### config.mk
export PLATFORM = sky130hd
export DESIGN_NAME = note_step_sequencer_unit
export DESIGN_NICKNAME = d
export VERILOG_FILES = /design/src/design/nss_pkg.sv /design/src/design/note_step_sequencer_unit.sv /design/src/design/nss_cfg_regs.sv /design/src/design/nss_ctrl.sv /design/src/design/nss_datapath.sv
export SDC_FILE = /design/constraint.sdc
export NUM_CORES = 2
export LEC_CHECK = 0
export BUFFER_PORTS_ARGS = -buffer_cell sky130_fd_sc_hd__buf_4
export CORE_UTILIZATION = 40
export CTS_BUF_LIST = sky130_fd_sc_hd__clkbuf_8 sky130_fd_sc_hd__clkbuf_16
export DETAILED_ROUTE_END_ITERATION = 10
export SYNTH_ARGS = -nofsm -noshare
export SYNTH_HDL_FRONTEND = slang
export SYNTH_SLANG_ARGS = --single-unit
### constraint.sdc
create_clock -name clk -period 16 [get_ports clk]
set_clock_uncertainty 0.05 [all_clocks]
set_input_delay 4 -clock clk [delete_from_list [all_inputs] [get_ports clk]]
set_output_delay 4 -clock clk [all_outputs]
set_load 0.1 [all_outputs]
### src/design/nss_pkg.sv
// Shared types, constants and codes for the note step sequencer.
`default_nettype none
package nss_pkg;

	localparam int SEQ_DEPTH  = 64;
	localparam int PTR_W      = $clog2(SEQ_DEPTH);
	localparam int LEN_W      = $clog2(SEQ_DEPTH + 1);
	localparam int BANK_DEPTH = 2 * SEQ_DEPTH;
	localparam int BADDR_W    = PTR_W + 1;

	localparam int NOTE_W     = 8;
	localparam int TIME_W     = 32;
	localparam int KNOB_W     = 16;
	localparam int CFG16_W    = 16;
	localparam int PROD_W     = 2 * CFG16_W;
	localparam int ELAP_W     = TIME_W + CFG16_W;
	localparam int STEP_OUT_W = 6;
	localparam int ACT_W      = 2;

	localparam int S_TDATA_W  = 64;
	localparam int M_TDATA_W  = 16;
	localparam int PADDR_W    = 4;
	localparam int PDATA_W    = 32;

	// input item kinds
	localparam logic CMD_KEY    = 1'b0;
	localparam logic CMD_UPDATE = 1'b1;

	typedef enum logic [ACT_W-1:0] {
		ACT_NONE    = 2'd0,
		ACT_ALL_OFF = 2'd1,
		ACT_ONE_ON  = 2'd2
	} key_action_t;

	typedef enum logic [1:0] {
		REG_KNOB_FULL   = 2'd0,
		REG_MAX_NOTE_MS = 2'd1,
		REG_NUM_KEYS    = 2'd2,
		REG_REST_CODE   = 2'd3
	} reg_idx_t;

	typedef enum logic [2:0] {
		ST_IDLE,
		ST_EXEC,
		ST_ADVANCE,
		ST_READ,
		ST_EMIT
	} state_t;

	typedef struct packed {
		logic [CFG16_W-1:0] knob_full;
		logic [CFG16_W-1:0] max_note_ms;
		logic [NOTE_W-1:0]  num_keys;
		logic [NOTE_W-1:0]  rest_code;
	} cfg_t;

	typedef struct packed {
		logic load;
		logic exec;
		logic advance;
		logic read;
		logic emit;
	} ctrl_cmd_t;

	typedef struct packed {
		logic is_update;
		logic out_free;
	} dp_status_t;

endpackage
`default_nettype wire

### src/design/note_step_sequencer_unit.sv
// Top level of the note step sequencer: stream ports, APB settings, controller and datapath.
// An item with tuser 0 records the key note in tdata; an item with tuser 1 is an update
// tick and yields one result item. A key item passes through accept and execute; an update
// item passes through accept, bank write and the two note length products, step advance,
// bank read and result load, holding in result load while the previous result still waits
// downstream; the next item is taken back in idle. The extra update steps come from the
// registered multiplies ahead of the note length compare and the registered bank read.
// The result register lets the next item enter while a result still waits downstream.
`default_nettype none
module note_step_sequencer_unit (
	input  wire logic                          clk,
	input  wire logic                          arst_n,
	// tdata: key_index[7:0], append_switch[8], reset_switch[9], rest_clicked[10],
	//        now_ms[42:11], knob[58:43], zero[63:59]
	input  wire logic [nss_pkg::S_TDATA_W-1:0] s_tdata,
	// tuser: command[0]
	input  wire logic [0:0]                    s_tuser,
	input  wire logic                          s_tvalid,
	output logic                               s_tready,
	// tdata: key_on_index[7:0], led[8], step_index[14:9], playing[15]
	output logic      [nss_pkg::M_TDATA_W-1:0] m_tdata,
	// tuser: key_action[1:0]
	output logic      [nss_pkg::ACT_W-1:0]     m_tuser,
	output logic                               m_tvalid,
	input  wire logic                          m_tready,
	input  wire logic                          psel,
	input  wire logic                          penable,
	input  wire logic                          pwrite,
	input  wire logic [nss_pkg::PADDR_W-1:0]   paddr,
	input  wire logic [nss_pkg::PDATA_W-1:0]   pwdata,
	output logic      [nss_pkg::PDATA_W-1:0]   prdata,
	output logic                               pready
);
	import nss_pkg::*;

	cfg_t       cfg;
	ctrl_cmd_t  cmd;
	dp_status_t status;

	nss_cfg_regs u_cfg (
		.clk     (clk),
		.arst_n  (arst_n),
		.psel    (psel),
		.penable (penable),
		.pwrite  (pwrite),
		.paddr   (paddr),
		.pwdata  (pwdata),
		.prdata  (prdata),
		.pready  (pready),
		.cfg     (cfg)
	);

	nss_ctrl u_ctrl (
		.clk      (clk),
		.arst_n   (arst_n),
		.in_valid (s_tvalid),
		.in_ready (s_tready),
		.status   (status),
		.cmd      (cmd)
	);

	nss_datapath u_dp (
		.clk       (clk),
		.arst_n    (arst_n),
		.cfg       (cfg),
		.cmd       (cmd),
		.status    (status),
		.in_data   (s_tdata),
		.in_user   (s_tuser),
		.out_valid (m_tvalid),
		.out_ready (m_tready),
		.out_data  (m_tdata),
		.out_user  (m_tuser)
	);

endmodule
`default_nettype wire

### src/design/nss_cfg_regs.sv
// APB register file for the note step sequencer settings.
`default_nettype none
module nss_cfg_regs (
	input  wire logic                   clk,
	input  wire logic                   arst_n,
	input  wire logic                   psel,
	input  wire logic                   penable,
	input  wire logic                   pwrite,
	input  wire logic [nss_pkg::PADDR_W-1:0] paddr,
	input  wire logic [nss_pkg::PDATA_W-1:0] pwdata,
	output logic      [nss_pkg::PDATA_W-1:0] prdata,
	output logic                        pready,
	output nss_pkg::cfg_t               cfg
);
	import nss_pkg::*;

	cfg_t     cfg_q;
	reg_idx_t reg_idx;
	logic     wr_en;

	assign reg_idx = reg_idx_t'(paddr[3:2]);
	assign wr_en   = psel & penable & pwrite & pready;
	assign pready  = 1'b1;
	assign cfg     = cfg_q;

	always_ff @(posedge clk or negedge arst_n) begin
		if (!arst_n) begin
			cfg_q.knob_full   <= CFG16_W'(1023);
			cfg_q.max_note_ms <= CFG16_W'(1000);
			cfg_q.num_keys    <= NOTE_W'(13);
			cfg_q.rest_code   <= NOTE_W'(255);
		end else if (wr_en) begin
			unique case (reg_idx)
				REG_KNOB_FULL:   cfg_q.knob_full   <= pwdata[CFG16_W-1:0];
				REG_MAX_NOTE_MS: cfg_q.max_note_ms <= pwdata[CFG16_W-1:0];
				REG_NUM_KEYS:    cfg_q.num_keys    <= pwdata[NOTE_W-1:0];
				REG_REST_CODE:   cfg_q.rest_code   <= pwdata[NOTE_W-1:0];
				default: ;
			endcase
		end
	end

	always_comb begin
		prdata = '0;
		unique case (reg_idx)
			REG_KNOB_FULL:   prdata = PDATA_W'(cfg_q.knob_full);
			REG_MAX_NOTE_MS: prdata = PDATA_W'(cfg_q.max_note_ms);
			REG_NUM_KEYS:    prdata = PDATA_W'(cfg_q.num_keys);
			REG_REST_CODE:   prdata = PDATA_W'(cfg_q.rest_code);
			default:         prdata = '0;
		endcase
	end

endmodule
`default_nettype wire

### src/design/nss_ctrl.sv
// Controller state machine sequencing one item through the datapath.
`default_nettype none
module nss_ctrl (
	input  wire logic                clk,
	input  wire logic                arst_n,
	input  wire logic                in_valid,
	output logic                     in_ready,
	input  nss_pkg::dp_status_t      status,
	output nss_pkg::ctrl_cmd_t       cmd
);
	import nss_pkg::*;

	state_t state_q;
	state_t state_d;

	always_ff @(posedge clk or negedge arst_n) begin
		if (!arst_n) begin
			state_q <= ST_IDLE;
		end else begin
			state_q <= state_d;
		end
	end

	always_comb begin
		state_d  = state_q;
		cmd      = '0;
		in_ready = 1'b0;
		unique case (state_q)
			ST_IDLE: begin
				in_ready = 1'b1;
				if (in_valid) begin
					cmd.load = 1'b1;
					state_d  = ST_EXEC;
				end
			end
			ST_EXEC: begin
				cmd.exec = 1'b1;
				state_d  = status.is_update ? ST_ADVANCE : ST_IDLE;
			end
			ST_ADVANCE: begin
				cmd.advance = 1'b1;
				state_d     = ST_READ;
			end
			ST_READ: begin
				cmd.read = 1'b1;
				state_d  = ST_EMIT;
			end
			ST_EMIT: begin
				if (status.out_free) begin
					cmd.emit = 1'b1;
					state_d  = ST_IDLE;
				end
			end
			default: state_d = ST_IDLE;
		endcase
	end

endmodule
`default_nettype wire

### src/design/nss_datapath.sv
// Datapath: note banks, sequence state, note length compare and result register.
`default_nettype none
module nss_datapath (
	input  wire logic                         clk,
	input  wire logic                         arst_n,
	input  nss_pkg::cfg_t                     cfg,
	input  nss_pkg::ctrl_cmd_t                cmd,
	output nss_pkg::dp_status_t               status,
	input  wire logic [nss_pkg::S_TDATA_W-1:0] in_data,
	input  wire logic [0:0]                   in_user,
	output logic                              out_valid,
	input  wire logic                         out_ready,
	output logic      [nss_pkg::M_TDATA_W-1:0] out_data,
	output logic      [nss_pkg::ACT_W-1:0]    out_user
);
	import nss_pkg::*;

	// latched item
	logic              cmd_q;
	logic [NOTE_W-1:0] key_q;
	logic              append_q;
	logic              reset_sw_q;
	logic              rest_q;
	logic [TIME_W-1:0] now_q;
	logic [KNOB_W-1:0] knob_q;

	// sequence state
	logic              sel_q;
	logic [LEN_W-1:0]  main_len_q;
	logic [LEN_W-1:0]  temp_len_q;
	logic [PTR_W-1:0]  ptr_q;
	logic              not_started_q;
	logic [TIME_W-1:0] start_ms_q;
	logic              was_resetting_q;
	logic              led_q;
	logic              swap_empty_q;

	logic [PROD_W-1:0] len_prod_s1;
	logic [ELAP_W-1:0] elap_prod_s1;
	logic [NOTE_W-1:0] rd_note_q;
	logic [NOTE_W-1:0] bank_mem [BANK_DEPTH];

	logic [M_TDATA_W-1:0] out_data_q;
	logic [ACT_W-1:0]     out_user_q;
	logic                 out_valid_q;

	// execute-cycle signals
	logic               is_update;
	logic               swap;
	logic               sel_a;
	logic [LEN_W-1:0]   main_len_a;
	logic [LEN_W-1:0]   temp_len_a;
	logic               do_rec;
	logic [NOTE_W-1:0]  rec_note;
	logic               wr_en;
	logic               wr_main;
	logic [BADDR_W-1:0] wr_addr;
	logic [TIME_W-1:0]  elapsed;
	logic [CFG16_W-1:0] div_val;

	// advance-cycle signals
	logic               playing;
	logic               step_due;
	logic [LEN_W-1:0]   ptr_inc;
	logic [PTR_W-1:0]   ptr_next;
	key_action_t        action;

	assign is_update = (cmd_q == CMD_UPDATE);
	assign swap      = is_update & ~reset_sw_q & was_resetting_q;
	assign sel_a      = swap ? ~sel_q : sel_q;
	assign main_len_a = swap ? temp_len_q : main_len_q;
	assign temp_len_a = swap ? '0 : temp_len_q;
	assign do_rec    = is_update ? rest_q : 1'b1;
	assign rec_note  = is_update ? cfg.rest_code : key_q;

	always_comb begin
		wr_en   = 1'b0;
		wr_main = 1'b0;
		wr_addr = '0;
		if (do_rec && append_q) begin
			wr_main = 1'b1;
			wr_en   = (main_len_a < LEN_W'(SEQ_DEPTH));
			wr_addr = {sel_a, main_len_a[PTR_W-1:0]};
		end else if (do_rec && reset_sw_q) begin
			wr_en   = (temp_len_a < LEN_W'(SEQ_DEPTH));
			wr_addr = {~sel_a, temp_len_a[PTR_W-1:0]};
		end
	end

	assign elapsed = now_q - start_ms_q;
	assign div_val = (cfg.knob_full == '0) ? CFG16_W'(1) : cfg.knob_full;

	assign playing  = (main_len_q != '0);
	assign step_due = not_started_q | (elap_prod_s1 > ELAP_W'(len_prod_s1));
	assign ptr_inc  = LEN_W'(ptr_q) + LEN_W'(1);
	assign ptr_next = not_started_q ? '0 :
		(ptr_inc >= main_len_q) ? '0 : ptr_inc[PTR_W-1:0];

	always_comb begin
		if (playing) begin
			action = ACT_ONE_ON;
		end else if (swap_empty_q) begin
			action = ACT_ALL_OFF;
		end else begin
			action = ACT_NONE;
		end
	end

	// hold the item fields
	always_ff @(posedge clk) begin
		if (cmd.load) begin
			cmd_q      <= in_user[0];
			key_q      <= in_data[7:0];
			append_q   <= in_data[8];
			reset_sw_q <= in_data[9];
			rest_q     <= in_data[10];
			now_q      <= in_data[42:11];
			knob_q     <= in_data[58:43];
		end
	end

	always_ff @(posedge clk or negedge arst_n) begin
		if (!arst_n) begin
			sel_q           <= 1'b0;
			main_len_q      <= '0;
			temp_len_q      <= '0;
			ptr_q           <= '0;
			not_started_q   <= 1'b1;
			start_ms_q      <= '0;
			was_resetting_q <= 1'b0;
			led_q           <= 1'b0;
			swap_empty_q    <= 1'b0;
		end else if (cmd.exec) begin
			sel_q        <= sel_a;
			main_len_q   <= (wr_en && wr_main) ? main_len_a + LEN_W'(1) : main_len_a;
			temp_len_q   <= (wr_en && !wr_main) ? temp_len_a + LEN_W'(1) : temp_len_a;
			swap_empty_q <= swap && (main_len_a == '0);
			if (is_update) begin
				was_resetting_q <= reset_sw_q;
			end
			if (swap) begin
				not_started_q <= 1'b1;
				ptr_q         <= '0;
				if (main_len_a == '0) begin
					led_q <= 1'b0;
				end
			end
		end else if (cmd.advance && playing && step_due) begin
			ptr_q         <= ptr_next;
			not_started_q <= 1'b0;
			start_ms_q    <= now_q;
			led_q         <= ~led_q;
		end
	end

	// note length compare: elapsed > floor(P/D) exactly when elapsed*D > P
	always_ff @(posedge clk) begin
		if (cmd.exec) begin
			len_prod_s1  <= PROD_W'(knob_q) * PROD_W'(cfg.max_note_ms);
			elap_prod_s1 <= ELAP_W'(elapsed) * ELAP_W'(div_val);
		end
	end

	always_ff @(posedge clk) begin
		if (cmd.exec && wr_en) begin
			bank_mem[wr_addr] <= rec_note;
		end
	end

	always_ff @(posedge clk) begin
		if (cmd.read) begin
			rd_note_q <= bank_mem[{sel_q, ptr_q}];
		end
	end

	always_ff @(posedge clk or negedge arst_n) begin
		if (!arst_n) begin
			out_valid_q <= 1'b0;
		end else if (cmd.emit) begin
			out_valid_q <= 1'b1;
		end else if (out_ready) begin
			out_valid_q <= 1'b0;
		end
	end

	always_ff @(posedge clk) begin
		if (cmd.emit) begin
			out_user_q <= action;
			out_data_q <= {playing,
				playing ? STEP_OUT_W'(ptr_q) : STEP_OUT_W'(0),
				led_q,
				playing ? rd_note_q : NOTE_W'(0)};
		end
	end

	assign out_valid        = out_valid_q;
	assign out_data         = out_data_q;
	assign out_user         = out_user_q;
	assign status.is_update = is_update;
	assign status.out_free  = ~out_valid_q | out_ready;

	a_len_bound: assert property (@(posedge clk) disable iff (!arst_n)
		(main_len_q <= LEN_W'(SEQ_DEPTH)) && (temp_len_q <= LEN_W'(SEQ_DEPTH)))
		else $error("bank length beyond depth");

	a_ptr_in_seq: assert property (@(posedge clk) disable iff (!arst_n)
		(main_len_q != '0) |-> (LEN_W'(ptr_q) < main_len_q))
		else $error("step pointer outside main sequence");

	a_swap_clears_temp: assert property (@(posedge clk) disable iff (!arst_n)
		!$stable(sel_q) |-> (temp_len_q <= LEN_W'(1)))
		else $error("temporary bank not emptied on swap");

	a_swap_restarts: assert property (@(posedge clk) disable iff (!arst_n)
		!$stable(sel_q) |-> (not_started_q && (ptr_q == '0)))
		else $error("step not restarted on swap");

endmodule
`default_nettype wire
# Word-level counts from Yosys, hierarchy flattened
# Memory sizes are Yosys's and may differ from the RTL's. A register that Yosys moved wholly into a read port is not among the register bits.
# Index checks and enable logic that the tools add are counted.
totals:
  register_bits: 267
  ramBits: 1024
  out_inout_bits: 53
  elab_cells: 129
  n_memories: 1
classes:
  add_sub_neg: 4
  mul: 2
  order_cmp: 4
  eq_ne: 11
  n_mux: 43
  bitwise: 12
  n_reduce_logical: 25
memory_table:
  columns: ["name", "words", "width", "read_ports", "rd_ports_with_merged_regs", "write_ports", "line_no", "rtl"]
  rows:
  - ["u_dp.bank_mem", 128, 8, 1, 1, 1, "nss_datapath.sv:41", "logic [NOTE_W-1:0] bank_mem [BANK_DEPTH];"]
op_table:
  columns: ["op", "n"]
  rows:
  - ["one-hot mux 32 bit (4 select lines)", 1]
  - ["> comparator 48 x 32 -> 1 bit", 1]
  - ["multiplier 32 x 16 -> 48 bit", 1]
  - ["two-way mux 7 bit", 6]
  - ["multiplier 16 x 16 -> 32 bit", 1]
  - ["subtractor 32 bit", 1]
  - ["two-way mux 6 bit", 5]
  - ["two-way mux 1 bit", 25]
  - ["logical NOT 16 bit", 1]
  - ["two-way mux 16 bit", 1]
  - ["AND reduction 2 bit", 8]
  - ["one-hot mux 3 bit (5 select lines)", 1]
  - ["adder 7 x 1 -> 7 bit, second input constant", 2]
  - ["< comparator 7 bit, second input constant", 2]
  - ["logical AND 1 bit", 8]
  - ["two-way mux 8 bit", 1]
  - ["inequality test 2 bit, second input constant", 4]
  - ["adder 6 x 1 -> 7 bit, second input constant", 1]
  - [">= comparator 7 bit", 1]
  - ["logical NOT 7 bit", 1]
  - ["nonzero test 7 bit", 1]
  - ["== test 3 x 2 -> 1 bit, second input constant", 2]
  - ["two-way mux 3 bit", 2]
  - ["inverter 1 bit", 6]
  - ["12 further kinds", 18]

# Depth between registers and ports, before layout
depth:
  word_depth: 10
  ltp_mapped: 35
  mapped_depth_nobuf: 33

# Hierarchy
# From an unflattened synthesis, not the netlist that was laid out.
hier_totals:
  hier_cells: 5566
  hier_area_um2: 77251.6
by_module_without_submodules:
  columns: ["module", "instances", "cells_per_inst", "area_each_um2", "seq_area_each_um2"]
  rows:
  - ["nss_datapath", 1, 5397, 74724.2, 37186.9]
  - ["nss_cfg_regs", 1, 154, 2364.8, 1234.9]
  - ["nss_ctrl", 1, 15, 162.7, 75.1]

# Worst setup path after synthesis
# OpenSTA, ideal clock, no wires.
synth_path:
  path_type: "in2out"
  from: "input port paddr[2] in the netlist's numbering"
  to: "output port prdata[10] in the netlist's numbering"
  t_arrival_ns: 6.155
  t_required_ns: 11.950
  slack_ns: 5.795
  stages: 4
  path_buffers: 2
  path_cell_list: "clkbuf_1 -> clkbuf_1 -> mux2i_1 -> nor2_1"
synth_between:
  elab_chain_len: 2
  elab_cells_between_ends: 5
  classes_between: "3 x eq/ne; 1 x mux; 1 x reduce/logical"
synth_lines:
  columns: ["element", "line_no", "rtl"]
  rows:
  - ["start: declaration", "note_step_sequencer_unit.sv:29", "input wire logic [nss_pkg::PADDR_W-1:0] paddr,"]
  - ["== test 2 bit, or another cell as far along", "nss_cfg_regs.sv:45", "unique case (reg_idx)"]
  - ["one-hot mux 32 bit (4 select lines) *", "nss_cfg_regs.sv:45", null]
  - ["end: declaration", "note_step_sequencer_unit.sv:31", "output logic [nss_pkg::PDATA_W-1:0] prdata,"]
# Every way passes the cells marked *; elsewhere a longest branch is shown, timed or not. The select of a mux whose other input is x is not followed.

# Worst setup path after layout
layout_path:
  from: "register u_dp.now_q[1]"
  to: "register u_dp.elap_prod_s1[41], data pin"
layout_between:
  elab_chain_len: 2
layout_lines:
  columns: ["element", "line_no", "rtl"]
  rows:
  - ["start: declaration", "nss_datapath.sv:24", "logic [TIME_W-1:0] now_q;"]
  - ["start signal: assignment", "nss_datapath.sv:117", "now_q <= in_data[42:11];"]
  - ["subtractor 32 bit", "nss_datapath.sv:90", "assign elapsed = now_q - start_ms_q;"]
  - ["multiplier 32 x 16 -> 48 bit", "nss_datapath.sv:160", "elap_prod_s1 <= ELAP_W'(elapsed) * ELAP_W'(div_val);"]
  - ["end signal: assignment", "nss_datapath.sv:160", null]
  - ["end: declaration", "nss_datapath.sv:39", "logic [ELAP_W-1:0] elap_prod_s1;"]
# Every way passes these cells.
# A chain may end at the register's enable or synchronous reset.

==> results.md <==
- Share of synthesized registers carrying an async set or reset: 0.08391
- Cts hold-fix bufs: 0
- Period minus WS final: roughly 9.5 ns
- Worst-Margin Slew: about 1.2 ns
- # H-tree levels: 4
- Min Hold Slack: approximately 0.44 ns
- Post-CTS setup buffer count: 0
- Total track usage: 0.2040
- I/O pin count: between 150 and 200
- WP data required: about 16 ns
- I/O Buffers: 120
- Fillers: ~18000
- Vias: between 40000 and 50000
- Post-Synthesis Cells: between 6000 and 7000
- Yosys top cell area share: 0.4491
- Initial antenna violation count: 4
- Ranking of synthesized cells by area: edfxtp_1, fa_1, ha_1
- Synth warn: 0
- Clock sink total: roughly 1300
- Root Driver: clkbuf_16
- Crit Path Class: reg -> reg
- Slew headroom: 0.1748
- Max-cap violations: 0
- Register area: between 30000 and 40000 um^2
- Hold Fails Final Rpt: 0
- Core area: 197400 um^2
- Post-synthesis simple-gate area fraction: 0.09424
- CTS buffer count: approximately 140
- Slowest CP cell: a2111oi_0
- DIE AREA: 200700 um^2
- Status: completed
- Synth Area in XOR/XNOR: 0.01186
- Worst path most repeated cell: fa_1
- Vias per cell: 5.418
- Area grow syn2layout: 10.48%
- Pre-antenna DRT Iters: 6
- Register area share after synthesis: 0.4838
- EDFF count, synth: around 1200
- Cell Rows: approximately 160
- Initial Utilization: 0.4030
- Chip Width: around 450 um
- Vias in the first global route: 51340
- F_max: between 100 and 150 MHz
- Residual DRC: 0
- DR iter-0 viols: ~3800
- HPWL Detailed: around 130 mm
- Final Cell Area: just under 90000 um^2
- Final period util: 0.5929
- Final nets: 7375
- CP Buf/Inv Count: 4
- Final core occ: 0.4453
- Final setup TNS: 0 ns
- CTS resizes: 0
- Post-route ant nets: 0
- Crit. End Element: flip-flop
- DRT Wirelength: roughly 200 mm
- Largest net degree at the start of global routing: ~130
- Worst-path fanout max: 16
- Chip height: roughly 450 um
- Layout cell share with drive strength beyond 1: 0.1196
- Clock Latency Late Sink: around 0.81 ns
- Worst Hold Class: reg -> reg
- TritonCTS clock tree: yes
- Post-synthesis mux area share: 0.08402
- Clock slew at reported path FFs: approximately 0.06 ns
- Largest family of logic cells by synthesized area: adder cells
- Max Slew Vio Count: 0
- Yosys cell types: 97
- Worst Path Arrival: roughly 10 ns
- Synth Cell Area: a little under 80000 um^2
- Congestion Overflow GR: 0
- Largest stage delay, worst path: 0.73 ns
- Area taken by multi-input logic gates: about 37000 um^2
- Top cell family by delay on the critical path: adder cells
- Syn_area_per_cell: roughly 13 um^2
- Synth area leader: edfxtp_1
- Gpl congestion: about 0.84
- Final setup viols: 0
- Area after DPL: between 80000 and 90000 um^2
- Ys flop type: edfxtp_1
- Unrepaired setup endpoints after global routing: no
- Seq cells post-synth: 1299
- Post-Synth Adder-Cell Area: 0.2011
- Clock Path Buffers: 3
- Compound-Gate Fraction of Synth Area: 0.06869
- Wire length of the first global-routing pass: between 300 and 400 mm
- CP Launch Type: flip-flop
- Wire length per cell: approximately 22 um
==> synth_stat cells (20+ instances only) <==
master	number
mux4_2	136
o22ai_1	70
o21ai_0	168
dfstp_2	28
nand2b_1	24
dfrtp_1	81
clkbuf_1	258
nor3_1	77
mux2i_1	212
a21oi_1	269
ha_1	298
a21o_1	74
inv_1	770
buf_4	21
mux2_2	131
o211ai_1	20
nand3_1	92
xnor2_1	69
nand4_1	30
fa_1	613
xor2_1	35
buf_2	63
o221ai_1	78
a211oi_1	39
and2_1	276
nand2_1	625
edfxtp_1	1190
nor2_1	272
nor2b_1	38
==> cells in the final DEF (no fill, tap or decap), types with 15 or more instances in the layout <==
| cell | n |
|---|---|
| ha_1 | 298 |
| o22ai_1 | 69 |
| edfxtp_1 | 1190 |
| nor3b_1 | 17 |
| a31oi_1 | 17 |
| and2_1 | 274 |
| mux2i_1 | 212 |
| nor2_1 | 272 |
| nand4b_1 | 19 |
| mux4_2 | 136 |
| a21o_1 | 74 |
| o21a_1 | 16 |
| xor2_1 | 33 |
| fa_1 | 613 |
| xnor2_1 | 67 |
| nand2_1 | 624 |
| nand4_1 | 30 |
| conb_1 | 17 |
| nand3_1 | 92 |
| nor2b_1 | 38 |
| inv_1 | 804 |
| o221ai_1 | 78 |
| a211oi_1 | 39 |
| dfstp_2 | 28 |
| clkbuf_16 | 141 |
| o211ai_1 | 20 |
| mux2_2 | 123 |
| and3_1 | 19 |
| nand2b_1 | 22 |
| clkinv_2 | 17 |
| a21oi_1 | 268 |
| bufinv_16 | 18 |
| clkinv_1 | 27 |
| dfrtp_1 | 76 |
| o21bai_1 | 15 |
| o21ai_0 | 168 |
| buf_4 | 209 |
| nor3_1 | 76 |
==> layer usage <==
metal	global-route usage	vias up	part of all wire
li1	-	22100	-
met1	0.2583	25550	0.41
met2	0.3545	1369	0.51
met3	0.02782	360	0.050
met4	0.07655	0	0.038
met5	0	-	0
==> stage by stage <==
| stage | setup slack (ns) | instances |
|---|---|---|
| floorplan | 5.795 | 6367 |
| global placement | 6.648 | 8853 |
| detailed placement | 6.652 | 8853 |
| CTS | 6.545 | 9111 |
| global route | 5.956 | 9111 |
| finish | 6.514 | 9113 |
==> worst paths after layout <==
path,from,to,slack (ns),cells past startpoint
hold reg to reg,u_dp.now_q[30],u_dp.start_ms_q[30],0.44,2
min in group asynchronous,arst_n,u_dp.start_ms_q[30],3.13,1
setup / recovery,u_dp.now_q[1],u_dp.elap_prod_s1[41],6.51,29
hold / removal,u_dp.now_q[30],u_dp.start_ms_q[30],0.44,2
max in group asynchronous,arst_n,u_dp.ptr_q[0],11.36,2
setup reg to reg,u_dp.now_q[1],u_dp.elap_prod_s1[41],6.51,29
==> sequential cells by signal (all words and copies together), names as in the netlist, 3 cells and up <==
signal / cells
u_dp.elap_prod_s1: 48
u_dp.rd_note_q: 8
u_cfg.cfg: 48
u_dp.ptr_q: 6
u_dp.main_len_q: 7
u_dp.temp_len_q: 7
u_dp.out_data: 16
u_dp.now_q: 32
u_dp.knob_q: 16
u_dp.start_ms_q: 32
u_dp.key_q: 8
u_ctrl.state_q: 3
u_dp.bank_mem: 1024
u_dp.len_prod_s1: 32
==> layout make-up <==
type                    count  share of cell area
diodes                      2          0.00005693
clock buffers             142             0.04030
clock inverters           116             0.01409
inverters                 771             0.03295
multi-input cells        3930              0.4183
flip-flops and latches   1299              0.4381
well taps                2640             0.03758
repair buffers            213             0.01866
==> kinds of logic (layout without fill, tap and decap cells) <==
logic type | after synthesis | in the layout
simple gates | 1560 | 1560
flops | 1299 | 1299
buf+inv | 1138 | 1242
fa+ha+maj | 911 | 911
compound gates | 855 | 855
mux | 481 | 481
xor+xnor | 106 | 106
other cells | 2 | 19
==> worst reg2reg max path: cells and delay by family, from the launching register on <==
family                   cells  cell delay, ns
adder cells (fa/ha/maj)      8            3.80
flip-flops                   1            0.46
AND/OR/NAND/NOR              5            1.54
AO/OA/AOI/OAI               11            2.98
buffers and inverters        4            0.22
multiplexers                 1            0.16
Power is left out: the tool's default activity adds up to more than one toggle a clock period on the data nets, which glitch-free logic cannot reach.
